File: src/rtl/cpi_pkg.sv
// Shared constants, widths and the CORDIC arctangent table for the polar interpolator.
package cpi_pkg;

    // Default sizes, handed to the top level as parameter defaults.
    localparam int DATA_WIDTH_DEF    = 32;
    localparam int CORDIC_STAGES_DEF = 20;

    // Binary angle width: angles stay well inside +/- 2^20.
    localparam int ZW       = 22;
    localparam int WEIGHT_W = 17;

    localparam logic [WEIGHT_W-1:0] WEIGHT_ONE = 17'd65536;
    localparam logic signed [ZW-1:0] ANGLE_PI      = 22'sd524288;
    localparam logic signed [ZW-1:0] ANGLE_HALF_PI = 22'sd262144;

    // Inverse of the squared CORDIC gain in Q0.20.
    localparam int INV_GAIN_W = 19;
    localparam logic [INV_GAIN_W-1:0] INV_GAIN_SQ_Q20 = 19'd386669;

    // Arctangent of 2^-i, with 2^19 standing for pi.
    function automatic logic signed [ZW-1:0] ang_of(input int step);
        logic signed [ZW-1:0] a;
        case (step)
            0:       a = 22'sd131072;
            1:       a = 22'sd77376;
            2:       a = 22'sd40884;
            3:       a = 22'sd20753;
            4:       a = 22'sd10417;
            5:       a = 22'sd5213;
            6:       a = 22'sd2607;
            7:       a = 22'sd1304;
            8:       a = 22'sd652;
            9:       a = 22'sd326;
            10:      a = 22'sd163;
            11:      a = 22'sd81;
            12:      a = 22'sd41;
            13:      a = 22'sd20;
            14:      a = 22'sd10;
            15:      a = 22'sd5;
            16:      a = 22'sd3;
            17:      a = 22'sd1;
            18:      a = 22'sd1;
            default: a = '0;
        endcase
        return a;
    endfunction

endpackage

File: src/rtl/cpi_vec_cell.sv
// One vectoring CORDIC cell: a single micro-rotation toward the x axis.
module cpi_vec_cell #(
    parameter int XW   = 35,
    parameter int STEP = 0
) (
    input  logic                          i_clk,
    input  logic                          i_ce,
    input  logic signed [XW-1:0]          i_x,
    input  logic signed [XW-1:0]          i_y,
    input  logic signed [cpi_pkg::ZW-1:0] i_z,
    input  logic                          i_zero,
    output logic signed [XW-1:0]          o_x,
    output logic signed [XW-1:0]          o_y,
    output logic signed [cpi_pkg::ZW-1:0] o_z,
    output logic                          o_zero
);
    import cpi_pkg::*;

    logic signed [XW-1:0] n_x, n_y;
    logic signed [ZW-1:0] n_z;

    // Rotate so that y moves toward zero, accumulating the angle.
    always_comb begin
        if (!i_y[XW-1]) begin
            n_x = i_x + (i_y >>> STEP);
            n_y = i_y - (i_x >>> STEP);
            n_z = i_z + ang_of(STEP);
        end else begin
            n_x = i_x - (i_y >>> STEP);
            n_y = i_y + (i_x >>> STEP);
            n_z = i_z - ang_of(STEP);
        end
    end

    always_ff @(posedge i_clk) begin
        if (i_ce) begin
            o_x    <= n_x;
            o_y    <= n_y;
            o_z    <= n_z;
            o_zero <= i_zero;
        end
    end
endmodule

File: config.mk
export PLATFORM = sky130hd
export DESIGN_NAME = cpi_vec_cell
export DESIGN_NICKNAME = d
export VERILOG_FILES = /design/src/rtl/cpi_pkg.sv /design/src/rtl/cpi_vec_cell.sv
export SDC_FILE = /design/constraint.sdc
export NUM_CORES = 1
export LEC_CHECK = 0
export ABC_AREA = 0
export ABC_CLOCK_PERIOD_IN_PS = 4490
export BUFFER_PORTS_ARGS = -buffer_cell sky130_fd_sc_hd__buf_4
export CAP_MARGIN = 20
export CORE_MARGIN = 2
export CORE_UTILIZATION = 55
export CTS_CLUSTER_SIZE = 16
export DETAILED_ROUTE_END_ITERATION = 7
export PLACE_DENSITY = 0.8
export SLEW_MARGIN = 20
export SYNTH_ARGS = -nofsm -noshare
export SYNTH_HDL_FRONTEND = slang
export SYNTH_SLANG_ARGS = --single-unit
File: constraint.sdc
create_clock -name i_clk -period 4.49 [get_ports i_clk]
set_clock_uncertainty 0.2 [all_clocks]
set_input_delay 1.347 -clock i_clk [delete_from_list [all_inputs] [get_ports i_clk]]
set_output_delay 1.347 -clock i_clk [all_outputs]
set_load 0.005 [all_outputs]
After elaboration in Yosys (flattened, before gate mapping). Index checks and enable logic that the tools add are counted.

Add/subtract/negate cells: 5. Multiplexer cells: 3.

Operators with widths (number): 35-bit two-way mux (2); 35-bit subtractor (2); 35-bit adder (1); 22-bit by 19-bit adder with 22-bit output, second input constant (1); 22-bit two-way mux (1); 22-bit by 19-bit subtractor with 22-bit output, second input constant (1).

Register bits: 93. Input bits: 95. Output and inout bits: 93. Logic and storage cells: 12.

Longest topological paths before layout.
Word-level depth: 2. Mapped depth: 13. Depth with buffers taken out: 12.

Worst setup path after synthesis. OpenSTA, ideal clock, no wires.

Kind: input port to flip-flop. From: input i_x[1]. To: register o_x[27] (data pin). Library setup time: 268 ps. Arrival time: 3521 ps. Data required time: 4022 ps. Path slack: 501 ps. Cell stages on the path: 11. Path buffers: 0. Cells stage by stage: inv_1 -> ha_1 -> nor2b_1 -> o311a_4 -> o31ai_4 -> a21oi_2 -> or4b_4 -> a2111o_1 -> a21oi_2 -> a21oi_1 -> xnor2_1.

Cells in the longest elaborated chain, start to end: 2. Elaborated cells between the ends (all ways): 3. Those cells by class: add/sub (2); mux (1).

RTL lines: start: declaration (RTL line cpi_vec_cell.sv:8) `input logic signed [XW-1:0] i_x,`; 35-bit adder or 35-bit subtractor (tied branches) (RTL line cpi_vec_cell.sv:25, cpi_vec_cell.sv:29); 35-bit two-way mux (*) (RTL line cpi_vec_cell.sv:24) `if (!i_y[XW-1]) begin`; via n_x[27] (RTL line cpi_vec_cell.sv:19) `logic signed [XW-1:0] n_x, n_y;`; end signal: assignment (RTL line cpi_vec_cell.sv:37) `o_x <= n_x;`; end: declaration (RTL line cpi_vec_cell.sv:12) `output logic signed [XW-1:0] o_x,`.

Mark *: on every way through the listed nets, which the timed path passes. The rest lies on a longest branch. A chain may end at the register's enable or synchronous reset.

Final worst setup path.
From: input i_y[0]. To: register o_y[32] (data pin).

Cells in the longest elaborated chain, start to end: 2. Elaborated cells between the ends (all ways): 3. Those cells by class: add/sub (2); mux (1).

RTL lines: start: declaration (RTL line cpi_vec_cell.sv:9) `input logic signed [XW-1:0] i_y,`; 35-bit subtractor or 35-bit adder (tied branches) (RTL line cpi_vec_cell.sv:26, cpi_vec_cell.sv:30); 35-bit two-way mux (*) (RTL line cpi_vec_cell.sv:24); via n_y[32] (RTL line cpi_vec_cell.sv:19); end signal: assignment (RTL line cpi_vec_cell.sv:38) `o_y <= n_y;`; end: declaration (RTL line cpi_vec_cell.sv:13) `output logic signed [XW-1:0] o_y,`.

Marked as above.

==> reports/results.txt <==
Htree depth: 3
DP Area: 0.0113 mm²
Initial core utilization: 0.568
HP Class: primary input to flip-flop
Gr ovfl total: 0
Die area: 0.0176 mm²
PnR Total Power: 0.00325 W
All-layer global routing usage: 0.316
Share of the synthesized area in the top cell type: 0.304
Nets: 1518
Post-synth EDFFs: 92
Post-cts resize count: 0
CORE AREA: 0.0160 mm²
Area Overhead vs Synth: 26.9%
Leakage power: 5.30 nW
CP max stage cell: a221oi_2
Final Max Tran Viols: 0
Remaining DRCs: 18
Count of cell types in the netlist: 75
Synth top area cells: edfxtp_1 30%, ha_1 14%, a21oi_1 7.7%, xnor2_1 5.5%, inv_1 4.6%
Via count of the first global-routing pass: 8686
DP Wirelength: 22800 µm
Post-Synthesis Cells: 1070
Failing checks: DRC
Hold Buf Count CTS: 0
Delay-heaviest family, CP: compound AO/OA/AOI/OAI gates
Initial antenna violation count: 0
Global-route wire length before repair: 44300 µm
Arr. time, crit path: 4.24 ns
# IOs: 188
# rows: 46
Critical path's largest stage delay: 0.51 ns
RSZ-0062 raised after global routing: false
Sequential Power Share: 0.356
Via count of the routed design: 9041
Critical Path RT: 4.38 ns
Crit-path max FO: 4
CTS tree: done
Area leader, netlist: edfxtp_1
Sw power: 0.00112 W
Setup Crit Path Kind: primary input to flip-flop
Clk sink count: 92
Final Setup Violations: 0
Pin count of the biggest net entering global routing: 53
Crit path depth: 12
Routed len/inst: 18.5 µm
Tcrit/Tclk final: 0.967
CP bufs+invs: 1
Synth Area per Inst: 8.49 µm²
DR iter-0 viols: 930
Worst Setup Start Kind: primary input
Hold Vio Cnt, Final: 0
Clock share of power: 0.224
Max_cap viols: 0
Number of diodes: 0
Die height: 133 µm
Maximum VDD drop: 0.000203 V
Clock transition at path regs: 0.07 ns
Die width: 133 µm
F_max: 0.230 GHz
Mapped Area: 0.00909 mm²
Design area: 0.0115 mm²
Num CTS Buffers: 9
CP cell instances: buf_4, ha_1, fa_1, nor2b_1, o211ai_1, a21oi_1, o21ai_0, a221oi_2, o221ai_1, o211ai_1, a21oi_1, xor2_1
Crit. End Element: flip-flop
Setup repair bufs after CTS: 0
Period minus WS final: 4.34 ns
Synthesized net count: 1274
Worst Max-Slew Pin Slew: 0.655 ns
Post-synthesis register bit count: 92
GP Congestion: 1.01
Sw Share: 0.346
Max-Slew Margin vs Limit: 0.561
Total Routed Length: 28500 µm
Post-route ant nets: 0
Sequential-to-total area share from yosys stat: 0.304
Clk buf depth: 2
Status: finished with violations
Cell depth of the worst min-delay path: 1
Power per standard cell area: 282 mW/mm²
Ys flop type: edfxtp_1
Layout cells sized above 1: 0.240
Synth async-reset ratio: 0
Port bufs: 187
First-pass iteration count of the detailed router: 8
Vias per cell: 5.89
Root buf cell: clkbuf_16
Combinational power share: 0.420
Cell Int Power: 0.00213 W
Synth warn: 0
[cell type report]
| class | count | area (µm²) |
|---|---|---|
| timing repair buffer | 280 | 2100 |
| inverter | 114 | 428 |
| sequential | 92 | 2760 |
| clock buffer | 9 | 225 |
| clock inverter | 7 | 48.8 |
| multi-input combinational | 817 | 5690 |
| tap | 216 | 270 |
| fill | 1336 | 4470 |
[sequential cells by signal (all words and copies together) (netlist names)]
name / flops
o_x: 35
o_y: 34
o_z: 22
o_zero: 1
[layout by cell type, fill, tap and decap left out, types with 4 or more instances in the layout]
cell type  synthesis  layout
a211oi_1          10      10
a21o_1            27      27
a21oi_1          140     140
a31oi_1            9       9
and3_1             4       4
and4_1             4       4
buf_4              3     280
clkbuf_16          0       9
edfxtp_1          92      92
fa_1               4       4
ha_1             105     105
inv_1            112     112
mux2i_1           15      15
nand2_1           56      56
nand2b_1          12      12
nand3_1           14      14
nand4_1           17      17
nor2_1            97      97
nor2b_1           12      12
nor3_1            12      12
nor3b_1            4       4
nor4_1             7       7
o2111ai_1          4       4
o211ai_1          13      13
o21a_1            14      14
o21ai_0           84      84
o21bai_1          19      19
o31ai_1            8       8
or3_1              4       4
xnor2_1           57      57
xor2_1            12      12
[power groups by stage]
| stage | Clock [W] | Combinational (W) | Sequential [W] |
|---|---|---|---|
| 2_1_floorplan | 0 | 0.000698 | 0.00119 |
| 3_3_place_gp | 0 | 0.00132 | 0.00117 |
| 3_5_place_dp | 0 | 0.00133 | 0.00118 |
| 4_1_cts | 0.000746 | 0.00134 | 0.00116 |
| 5_1_grt | 0.000770 | 0.00147 | 0.00117 |
| 6_report | 0.000729 | 0.00136 | 0.00116 |
[cell families (layout without fill, tap and decap cells)]
group	count (synthesis)	in the layout	synth area share
and+or+nand+nor	255	255	0.134
buffers and inverters	161	410	0.0697
xor gates and xnor gates	69	69	0.0665
AOI/OAI and AO/OA	368	368	0.254
adders and majority gates	109	109	0.153
DFF	92	92	0.304
muxes	16	16	0.0178
[per-stage QoR]
stage                     worst slack, ns  hold slack, ns  instances  TNS [ns]   util
final                               0.148           0.967       1535         0  0.720
after global routing               0.0480           0.958       1535         0  0.720
after global placement            -0.0821            1.32       1519    -0.182  0.703
after detailed placement          -0.0723            1.33       1519    -0.306  0.703
after CTS                           0.274           0.959       1535         0  0.720
after floorplan                     0.501            1.25       1070         0      -
[cells in the mapped netlist, drive strengths merged, types with 7 or more instances]
master and number:
a21oi 142, inv 113, ha 105, nor2 97
edfxtp 92, o21ai 85, xnor2 57, nand2 56
a21o 28, clkbuf 26, buf 21, o21bai 19
nand4 17, mux2i 15, nand3 14, o21a 14
o211ai 13, nand2b 12, nor2b 12, nor3 12
xor2 12, a211oi 10, a31oi 9, o31ai 9
nor4 7
[worst paths after layout]
kind / to / slack, ns / startpoint
max: o_y[32] / 0.15 / i_y[0]
min: o_z[6] / 0.97 / i_z[6]
[metal layers]
layer,GRT usage,share of wire,vias to the layer above
met2,0.512,0.46,457
met5,0,0,-
met3,0.0602,0.085,74
met1,0.426,0.43,4200
met4,0.105,0.028,0
li1,-,-,4310
(Power assumes the default switching activity.)
