`src/rtl/cpi_pkg.sv`:
```
// Shared constants, widths and the CORDIC arctangent table for the polar interpolator.
package cpi_pkg;

    // Default sizes, handed to the top level as parameter defaults.
    localparam int DATA_WIDTH_DEF    = 32;
    localparam int CORDIC_STAGES_DEF = 20;

    // Binary angle width: angles stay well inside +/- 2^20.
    localparam int ZW       = 22;
    localparam int WEIGHT_W = 17;

    localparam logic [WEIGHT_W-1:0] WEIGHT_ONE = 17'd65536;
    localparam logic signed [ZW-1:0] ANGLE_PI      = 22'sd524288;
    localparam logic signed [ZW-1:0] ANGLE_HALF_PI = 22'sd262144;

    // Inverse of the squared CORDIC gain in Q0.20.
    localparam int INV_GAIN_W = 19;
    localparam logic [INV_GAIN_W-1:0] INV_GAIN_SQ_Q20 = 19'd386669;

    // Arctangent of 2^-i, with 2^19 standing for pi.
    function automatic logic signed [ZW-1:0] ang_of(input int step);
        logic signed [ZW-1:0] a;
        case (step)
            0:       a = 22'sd131072;
            1:       a = 22'sd77376;
            2:       a = 22'sd40884;
            3:       a = 22'sd20753;
            4:       a = 22'sd10417;
            5:       a = 22'sd5213;
            6:       a = 22'sd2607;
            7:       a = 22'sd1304;
            8:       a = 22'sd652;
            9:       a = 22'sd326;
            10:      a = 22'sd163;
            11:      a = 22'sd81;
            12:      a = 22'sd41;
            13:      a = 22'sd20;
            14:      a = 22'sd10;
            15:      a = 22'sd5;
            16:      a = 22'sd3;
            17:      a = 22'sd1;
            18:      a = 22'sd1;
            default: a = '0;
        endcase
        return a;
    endfunction

endpackage

```
`src/rtl/cpi_rot_cell.sv`:
```
// One rotation CORDIC cell: a single micro-rotation driving the residual angle to zero.
module cpi_rot_cell #(
    parameter int XW   = 35,
    parameter int STEP = 0
) (
    input  logic                          i_clk,
    input  logic                          i_ce,
    input  logic signed [XW-1:0]          i_x,
    input  logic signed [XW-1:0]          i_y,
    input  logic signed [cpi_pkg::ZW-1:0] i_z,
    output logic signed [XW-1:0]          o_x,
    output logic signed [XW-1:0]          o_y,
    output logic signed [cpi_pkg::ZW-1:0] o_z
);
    import cpi_pkg::*;

    logic signed [XW-1:0] n_x, n_y;
    logic signed [ZW-1:0] n_z;

    // Rotate in the direction of the remaining angle.
    always_comb begin
        if (!i_z[ZW-1]) begin
            n_x = i_x - (i_y >>> STEP);
            n_y = i_y + (i_x >>> STEP);
            n_z = i_z - ang_of(STEP);
        end else begin
            n_x = i_x + (i_y >>> STEP);
            n_y = i_y - (i_x >>> STEP);
            n_z = i_z + ang_of(STEP);
        end
    end

    always_ff @(posedge i_clk) begin
        if (i_ce) begin
            o_x <= n_x;
            o_y <= n_y;
            o_z <= n_z;
        end
    end
endmodule

```
`config.mk`:
```
export PLATFORM = sky130hd
export DESIGN_NAME = cpi_rot_cell
export DESIGN_NICKNAME = d
export VERILOG_FILES = /design/src/rtl/cpi_pkg.sv /design/src/rtl/cpi_rot_cell.sv
export SDC_FILE = /design/constraint.sdc
export NUM_CORES = 1
export LEC_CHECK = 0
export ABC_AREA = 1
export BUFFER_PORTS_ARGS = -buffer_cell sky130_fd_sc_hd__buf_2
export CELL_PAD_IN_SITES_DETAIL_PLACEMENT = 0
export CELL_PAD_IN_SITES_GLOBAL_PLACEMENT = 2
export CORE_MARGIN = 2
export CORE_UTILIZATION = 24
export DETAILED_ROUTE_END_ITERATION = 6
export HOLD_SLACK_MARGIN = 0.08
export MAX_ROUTING_LAYER = met4
export PLACE_DENSITY = 0.67
export SLEW_MARGIN = 15
export SYNTH_ARGS = -nofsm -noshare
export SYNTH_HDL_FRONTEND = slang
export SYNTH_SLANG_ARGS = --single-unit
```
`constraint.sdc`:
```
create_clock -name i_clk -period 2.5 [get_ports i_clk]
set_clock_uncertainty 0.1 [all_clocks]
set_input_delay 0.5 -clock i_clk [delete_from_list [all_inputs] [get_ports i_clk]]
set_output_delay 0.5 -clock i_clk [all_outputs]
set_load 0.02 [all_outputs]
```
### Yosys cells after proc, flatten, opt, wreduce, memory -nomap -nowiden

Index checks and enable logic that the tools add are counted.

* add/sub/neg operators: 5
* div/mod/pow operators: 0
* multiplexer cells: 3
* equal/unequal tests: 0
* multipliers: 0
* bitwise logic cells: 0
* shift operators: 0
* order comparisons: 0
* reduce and logical (&&, ||, !) cells: 0

Operator list (count)
* 35-bit 2-to-1 mux: 2
* 35-bit subtractor: 2
* 35-bit adder: 1
* 22-bit by 19-bit adder with 22-bit output (second input constant): 1
* 22-bit 2-to-1 mux: 1
* 22-bit by 19-bit subtractor with 22-bit output (second input constant): 1

* memory bits (writable): 0
* flip-flop bits (word level): 92
* word-level logic and storage cells: 11
* bits of input ports: 94
* bits in latches: 0
* memory bits (read-only): 0
* memories: 0
* output and inout bits: 92

### Longest topological paths before layout

Gate-level depths: netlist of run 1.

* depth after elaboration: 2
* gate-level depth with buffers: 17

### Least setup slack after synthesis of run 1

Ideal clock, no wire load.

* path type: input port to flip-flop
* start point: input i_x[0]
* end point: register o_y[32] (data pin)
* slack: 0.161 ns
* path buffers: 0
* arrival: 1.986 ns
* stages on the path: 15
* cells stage by stage: ha_1 inv_1 fa_1 inv_1 nand3_1 nand3_1 nand2_1 nand2_1 nand2_1 nand2_1 nand3_1 nand2_1 nand2_1 nand3_1 nand2_1

* longest elaborated chain between the ends: 2

Ends and longest elaborated chain
* start, declared: RTL line cpi_rot_cell.sv:8 `input logic signed [XW-1:0] i_x,`
* 35-bit adder or 35-bit subtractor (tied branches): RTL line cpi_rot_cell.sv:24, cpi_rot_cell.sv:28
* 35-bit 2-to-1 mux *: RTL line cpi_rot_cell.sv:22 `if (!i_z[ZW-1]) begin`
* net n_y[32]: RTL line cpi_rot_cell.sv:17 `logic signed [XW-1:0] n_x, n_y;`
* end signal, assigned: RTL line cpi_rot_cell.sv:36 `o_y <= n_y;`
* end, declared: RTL line cpi_rot_cell.sv:12 `output logic signed [XW-1:0] o_y,`

The timed path passes the listed nets; every way through them passes the cells marked *.
A chain may end at the register's enable or synchronous reset.

### Worst setup path after layout of run 1

* start point: input i_y[0]
* end point: register o_y[32] (data pin)

* longest elaborated chain between the ends: 2

Ends and longest elaborated chain
* start, declared: RTL line cpi_rot_cell.sv:9 `input logic signed [XW-1:0] i_y,`
* 35-bit adder or 35-bit subtractor (tied branches): RTL line cpi_rot_cell.sv:24, cpi_rot_cell.sv:28
* 35-bit 2-to-1 mux *: RTL line cpi_rot_cell.sv:22
* net n_y[32]: RTL line cpi_rot_cell.sv:17

Marked as above.

==> results by group, run 1 <==
Routing
  – DRC errors left: 4
  – Initial DRC count: 804
  – DRT Wirelength: 47600 µm
  – Via count: 12200
  – Detailed Routing Iterations Pass 1: 7
  – Avg Vias per Cell: 4.48
  – Drt wl/cell: 17.5 µm
  – Antenna Nets Post-Route: 0

Power
  – Gate power share: 0.508
  – Net Sw Power: 0.00293 W
  – Pleak: 7.89 nW
  – Clock power share: 0.209
  – Pwr/cell area: 454 nW/µm²
  – Reg power frac: 0.284
  – Sw frac: 0.418
  – P_int: 0.00407 W
  – Maximum VDD drop: 0.000261 V

Clocking
  – CTS H-tree depth: 3
  – TritonCTS clock tree: built
  – Root Driver: clkbuf_16
  – # resized after CTS: 0
  – Post-CTS setup buffers: 0
  – Max Root-Sink Buffers: 2
  – Clock tree sinks: 91
  – Hold buffer count at cts: 0
  – Clock transition at path regs: 0.08 ns
  – Cts bufs inserted: 9

Placed design
  – Final HPWL DP: 41000 µm
  – RD Place Congestion: 0.900
  – Placed cell count: 2703
  – Port-buffer cells: 185
  – Area after DPL: 14900 µm²

Worst setup path
  – Worst-path fanout max: 3
  – CP startpoint kind: primary input
  – Worst EP required: 2.55 ns
  – CP Class: primary input to flip-flop
  – CP arrival: 2.43 ns
  – CP endpoint kind: flip-flop

Synth
  – Syn nets: 1789
  – Post-Synthesis Cells: 1584
  – Synthesized area per cell: 6.66 µm²
  – Synth area leader: edfxtp_1
  – Mapped Area: 10600 µm²
  – Area share of the largest cell type after synthesis: 0.259
  – Synth area leaders: edfxtp_1 (26%), nand2_1 (15%), ha_1 (13%), inv_1 (8.0%), nand3_1 (7.1%)
  – FF+latch count, synth: 91
  – Ys Warns: 0
  – Count of cell types in the netlist: 41
  – Seq/Total Area, Yosys: 0.259

Floorplanning
  – FP Rows: 76
  – # IOs: 186
  – Die area: 45700 µm²
  – Initial Utilization: 0.244
  – Die Height: 214 µm
  – Core area: 43300 µm²
  – Die W: 214 µm

Global routing
  – Largest net degree at the start of global routing: 66
  – Initial antenna violation count: 1
  – Total grt overflow: 0
  – Overall Global Routing Usage: 0.218
  – Vias in the first global route: 12300
  – First-pass GRT wire length: 70800 µm

STA
  – Slew Limit Fails: 0
  – Fmax: 420 MHz
  – Final min period: 2.38 ns
  – Final Hold Fails: 0
  – RSZ-0062 raised after global routing: true
  – Final setup vio count: 0
  – Slew of the pin with the lowest slew margin: 0.476 ns
  – Final period util: 0.952
  – Max-slew headroom: 0.682

Final layout
  – Area delta synth->final: 46.1%
  – Layout cells sized above 1: 0.343
  – Final Instance Area: 15400 µm²
  – # nets final: 2334
  – Finished Layout Cells: 2719
  – FILL cells: 4754
  – Number of diodes: 0

Outcome
  – Failing checks: DRC
  – Run status: complete, but fails checks

Hold path
  – Hold Crit Start: i_z[14]
  – Hold Crit Class: primary input to flip-flop
  – Hold Path End: o_z[14]
  – Worst hold path stage count: 1

Run
  – Max-cap viol count: 0
==> cells by family (layout without fill, tap and decap cells) <==
kind of cell               after synthesis  count (layout)  share of synthesized area
AOI/OAI and AO/OA                      287             287                      0.149
buffers and inverters                  288             838                      0.116
and+or+nand+nor                        783             783                      0.322
adders and majority gates              111             111                      0.134
DFF                                     91              91                      0.259
xor gates and xnor gates                24              24                     0.0199
==> critical path: stages <==
cell	delay, ns
buf_2	0.12
inv_1	0.04
ha_1	0.22
fa_1	0.48
o21ai_4	0.28
nand2_1	0.11
nand2_1	0.11
nand2_1	0.07
nand2_2	0.15
nand2_1	0.10
nand2_1	0.08
nand2_1	0.05
nand3_1	0.06
nand2_1	0.06
==> worst max path at each step <==
| stage | startpoint | to | depth (start not counted) |
|---|---|---|---|
| final | i_y[0] | o_y[32] | 14 |
| after global routing | i_y[0] | o_y[32] | 14 |
| after CTS | i_x[12] | o_y[29] | 15 |
| after detailed placement | i_x[12] | o_y[29] | 15 |
| after global placement | i_x[12] | o_y[29] | 15 |
| after floorplan | i_x[0] | o_y[32] | 15 |
==> sequential cells by signal, indices dropped and copies added, names as in the netlist <==
name / count
o_x: 35
o_y: 34
o_z: 22
==> power groups by stage <==
stage	combinational [W]	clock (W)	sequential, W
finish	0.00356	0.00146	0.00199
global route	0.00390	0.00156	0.00201
detailed placement	0.00348	0	0.00202
floorplan	0.00146	0	0.00228
global placement	0.00347	0	0.00202
CTS	0.00350	0.00152	0.00199
==> routing by layer <==
metal | vias to the layer above | global-route usage | part of all wire
met5 | - | - | 0
met4 | 0 | 0.0716 | 0.025
met3 | 41 | 0.0239 | 0.039
met2 | 274 | 0.340 | 0.45
met1 | 5627 | 0.295 | 0.49
li1 | 6250 | - | -
==> stage by stage <==
step | hold slack, ns | TNS, ns | utilization | worst slack (ns) | total power (W)
CTS | 0.157 | 0 | 0.351 | 0.00773 | 0.00701
global route | 0.169 | -0.0515 | 0.356 | -0.0172 | 0.00747
finish | 0.181 | 0 | 0.356 | 0.121 | 0.00700
floorplan | 0.499 | 0 | - | 0.161 | 0.00374
global placement | 0.577 | -17.85 | 0.345 | -0.400 | 0.00549
detailed placement | 0.578 | -17.37 | 0.345 | -0.406 | 0.00550
==> synthesized netlist by cell type, drive strengths merged <==
library cell and count:
a21boi 3, nand3 155, o211ai 3, nand2 427
ha 107, o22ai 11, buf 37, nor2 153
clkbuf 9, xor2 23, a21o 8, o21bai 15
edfxtp 91, nor4 3, or2 11, nand3b 2
o31ai 2, a31oi 3, a21oi 131, and2 1
inv 242, fa 4, nand4 11, o21ai 109
xnor2 1, nor3 20, o21a 2
==> cell usage in the layout, fill, tap and decap left out, types with 4 or more instances in the layout <==
cell / n
o21ai_0: 72
a21oi_2: 11
clkbuf_16: 9
or2_2: 5
nor3_1: 14
nor3_2: 5
inv_1: 224
a21oi_1: 120
o21bai_1: 15
nor2_4: 5
nand3_1: 148
a21o_1: 8
edfxtp_1: 91
o21ai_1: 32
xor2_1: 22
nor2_1: 127
nand2_1: 400
buf_12: 4
ha_1: 85
nand4_1: 10
o22ai_1: 11
nand3_2: 7
buf_2: 184
or2_1: 4
nand2_2: 27
inv_2: 18
ha_2: 21
nor2_2: 21
buf_4: 392
==> final cells by class <==
type / instances / area (µm²) / share of cell area
clock buffers: 9 / 225 / 0.0146
clock inverters: 7 / 58.8 / 0.00381
inverters: 242 / 908 / 0.0589
multi-input cells: 1205 / 6820 / 0.442
flip-flops and latches: 91 / 2730 / 0.177
well taps: 585 / 732 / 0.0475
repair buffers: 580 / 3940 / 0.256
Power figures use the tool's default switching activity.
==> run 2: changes to the inputs <==
ABC_AREA = 0   (was 1)
PLACE_DENSITY = 0.64   (was 0.67)
==> run 2 against run 1 <==
Net effect:
- the flow finishes with violations (setup timing)
- die area is 15% lower
- count of clock-buffer cells in the layout unchanged
- critical path type unchanged
- largest power group unchanged
- largest cell class unchanged
- critical endpoint is now o_x[32]
- maximum frequency fell by 22%
==> results by group, run 2 <==
Outcome
  – Run status: complete, but fails checks
  – Failing checks: setup timing

Clocking
  – Root Driver: clkbuf_16
  – TritonCTS clock tree: built
  – Clock transition at path regs: 0.09 ns
  – CTS H-tree depth: 3
  – Max Root-Sink Buffers: 2
  – Clock tree sinks: 91
  – Cts bufs inserted: 9

Synth
  – Synth area leader: edfxtp_1
  – Area share of the largest cell type after synthesis: 0.305
  – Post-synth ARST share: 0
  – Ys Warns: 0
  – EDFF count, synth: 91
  – Count of cell types in the netlist: 72
  – Post-Synthesis Cells: 1039
  – Mapped Area: 8950 µm²
  – Synth area leaders: edfxtp_1 (31%), ha_1 (15%), a21oi_1 (6.7%), xnor2_1 (5.6%), inv_1 (4.3%)
  – Synth top cells by count: a21oi_1 (119), ha_1 (107), inv_1 (103)
  – Synthesized area per cell: 8.62 µm²
  – Syn nets: 1244
  – Ys flop type: edfxtp_1
  – Seq/Total Area, Yosys: 0.305
  – FF+latch count, synth: 91
  – Top-count cell post-synth: a21oi_1

Routing
  – DRC errors left: 0
  – Max Used Layer: met4
  – Antenna Nets Post-Route: 0
  – DR WL met3: 1290 µm
  – Drt wl/cell: 18.2 µm
  – Avg Vias per Cell: 4.74
  – Wire length on met2: 17400 µm
  – Initial DRC count: 527
  – Detailed Routing Iterations Pass 1: 5
  – M1 WL: 18000 µm
  – Via count: 9740
  – DRT Wirelength: 37300 µm

Worst setup path
  – Worst-path fanout max: 4
  – Most frequent CP cell: buf_8
  – Worst path slowest cell: a211o_4
  – CP arrival: 3.10 ns
  – CP endpoint kind: flip-flop
  – CP startpoint kind: primary input
  – CP Class: primary input to flip-flop
  – CP cell instances: buf_8 -> ha_4 -> buf_6 -> buf_8 -> or2_4 -> o311a_1 -> o22a_1 -> a31o_2 -> nand2b_4 -> a211o_4 -> a2111oi_4 -> a21oi_2 -> xor2_1
  – Worst EP required: 2.55 ns
  – Max stage delay on crit path: 0.37 ns

STA
  – Slew Limit Fails: 0
  – Final period util: 1.22
  – RSZ-0062 raised after global routing: true
  – Final min period: 3.05 ns
  – Final worst setup slack: -0.547 ns
  – Final setup vio count: 47
  – Fmax: 328 MHz
  – Final Hold Fails: 0
  – Slew of the pin with the lowest slew margin: 0.487 ns
  – Max-slew headroom: 0.673
  – WHS: 0.190 ns

Final layout
  – Most frequent cells in the layout: buf_4 (364), buf_2 (169), edfxtp_1 (91), inv_1 (89), a21oi_1 (87)
  – Number of diodes: 0
  – Post-layout util: 0.409
  – Register area: 2730 µm²
  – Regs by FF count: o_x x35, o_y x34, o_z x22
  – Area delta synth->final: 67.5%
  – # nets final: 1787
  – Max reg flops: 35
  – Largest Register: o_x
  – Layout cells sized above 1: 0.494
  – FILL cells: 3740
  – Commonest non-fill, non-tap cell in the layout: buf_4
  – Area of the multi-input gates: 6780 µm²

Floorplanning
  – Die Height: 197 µm
  – Die area: 38900 µm²
  – Initial Utilization: 0.244
  – FP Rows: 70
  – # IOs: 186
  – Core area: 36700 µm²
  – Die W: 197 µm

Hold path
  – Hold Path End: o_z[16]
  – Hold Crit Class: primary input to flip-flop
  – Worst hold path stage count: 1
  – Hold Crit Start: i_z[16]

Placed design
  – RD Place Congestion: 0.891
  – Final HPWL DP: 30400 µm
  – Port-buffer cells: 185

Global routing
  – Overall Global Routing Usage: 0.195
  – First-pass GRT wire length: 56000 µm
  – Largest net degree at the start of global routing: 38
  – Initial antenna violation count: 0
  – Vias in the first global route: 9752
  – Total grt overflow: 0

Power
  – Maximum VDD drop: 0.000329 V
  – Pwr/cell area: 476 nW/µm²
  – Pleak: 6.89 nW

Run
  – Max-cap viol count: 0
==> run 2: cell families (layout without fill, tap and decap cells) <==
group	count (synthesis)	count (layout)	share of synthesized area
flops	91	91	0.305
mux	15	15	0.0168
simple gates	234	234	0.125
compound gates	361	361	0.259
xor+xnor	69	69	0.0675
buf+inv	158	706	0.0678
fa+ha+maj	111	111	0.158
==> run 2: stage by stage <==
step / setup TNS (ns) / area (µm²) / setup slack, ns / total power, W / std cells
floorplan: -14.40 / 9230 / -0.581 / 0.00370 / 1039
global placement: -45.38 / 13300 / -1.25 / 0.00525 / 2005
detailed placement: -44.94 / 13300 / -1.28 / 0.00525 / 2005
CTS: -15.55 / 14200 / -0.532 / 0.00694 / 2032
global route: -19.85 / 15000 / -0.630 / 0.00752 / 2055
finish: -16.03 / 15000 / -0.547 / 0.00714 / 2055
==> run 2: layout make-up <==
class,instances,share of cell area
clock buffer,9,0.0150
clock inverter,7,0.00392
inverter,111,0.0299
multi-input combinational,790,0.452
sequential,91,0.182
tap,468,0.0390
timing repair buffer,579,0.278
==> run 2: worst max-delay path: cells and delay by family <==
kind            cells  cell delay, ns
xor+xnor            1            0.14
fa+ha+maj           1            0.25
compound gates      6            1.48
simple gates        2            0.37
buf+inv             3            0.34
==> run 2: how the worst max path moves through the flow <==
stage | from | end | slack [ns] | cells after the start
after CTS | i_x[8] | o_y[30] | -0.53 | 12
after detailed placement | i_y[0] | o_y[30] | -1.28 | 14
after global routing | i_y[8] | o_y[34] | -0.63 | 11
final | i_y[6] | o_x[32] | -0.55 | 13
after floorplan | i_y[9] | o_y[34] | -0.58 | 10
after global placement | i_y[0] | o_y[30] | -1.25 | 14
==> run 2: power breakdown <==
group	total [W]	switching, W	internal (W)
clock network	0.00144	0.000745	0.000694
registers	0.00207	0.0000755	0.00199
logic	0.00363	0.00195	0.00168
==> run 2: what timing repair did <==
item                                   in CTS  in global routing
endpoints found under the hold margin       0                  0
pin swaps                                  50                 96
resized for setup                         121                141
cloned                                      0                  1
setup endpoints to repair                  52                 56
hold buffers                                0                  0
setup buffers                              12                 29
==> run 2: metal layers <==
layer / track usage / up-vias
met5: - / -
met3: 0.0171 / 32
met4: 0.0551 / 0
met1: 0.263 / 4668
li1: - / 4824
met2: 0.314 / 216
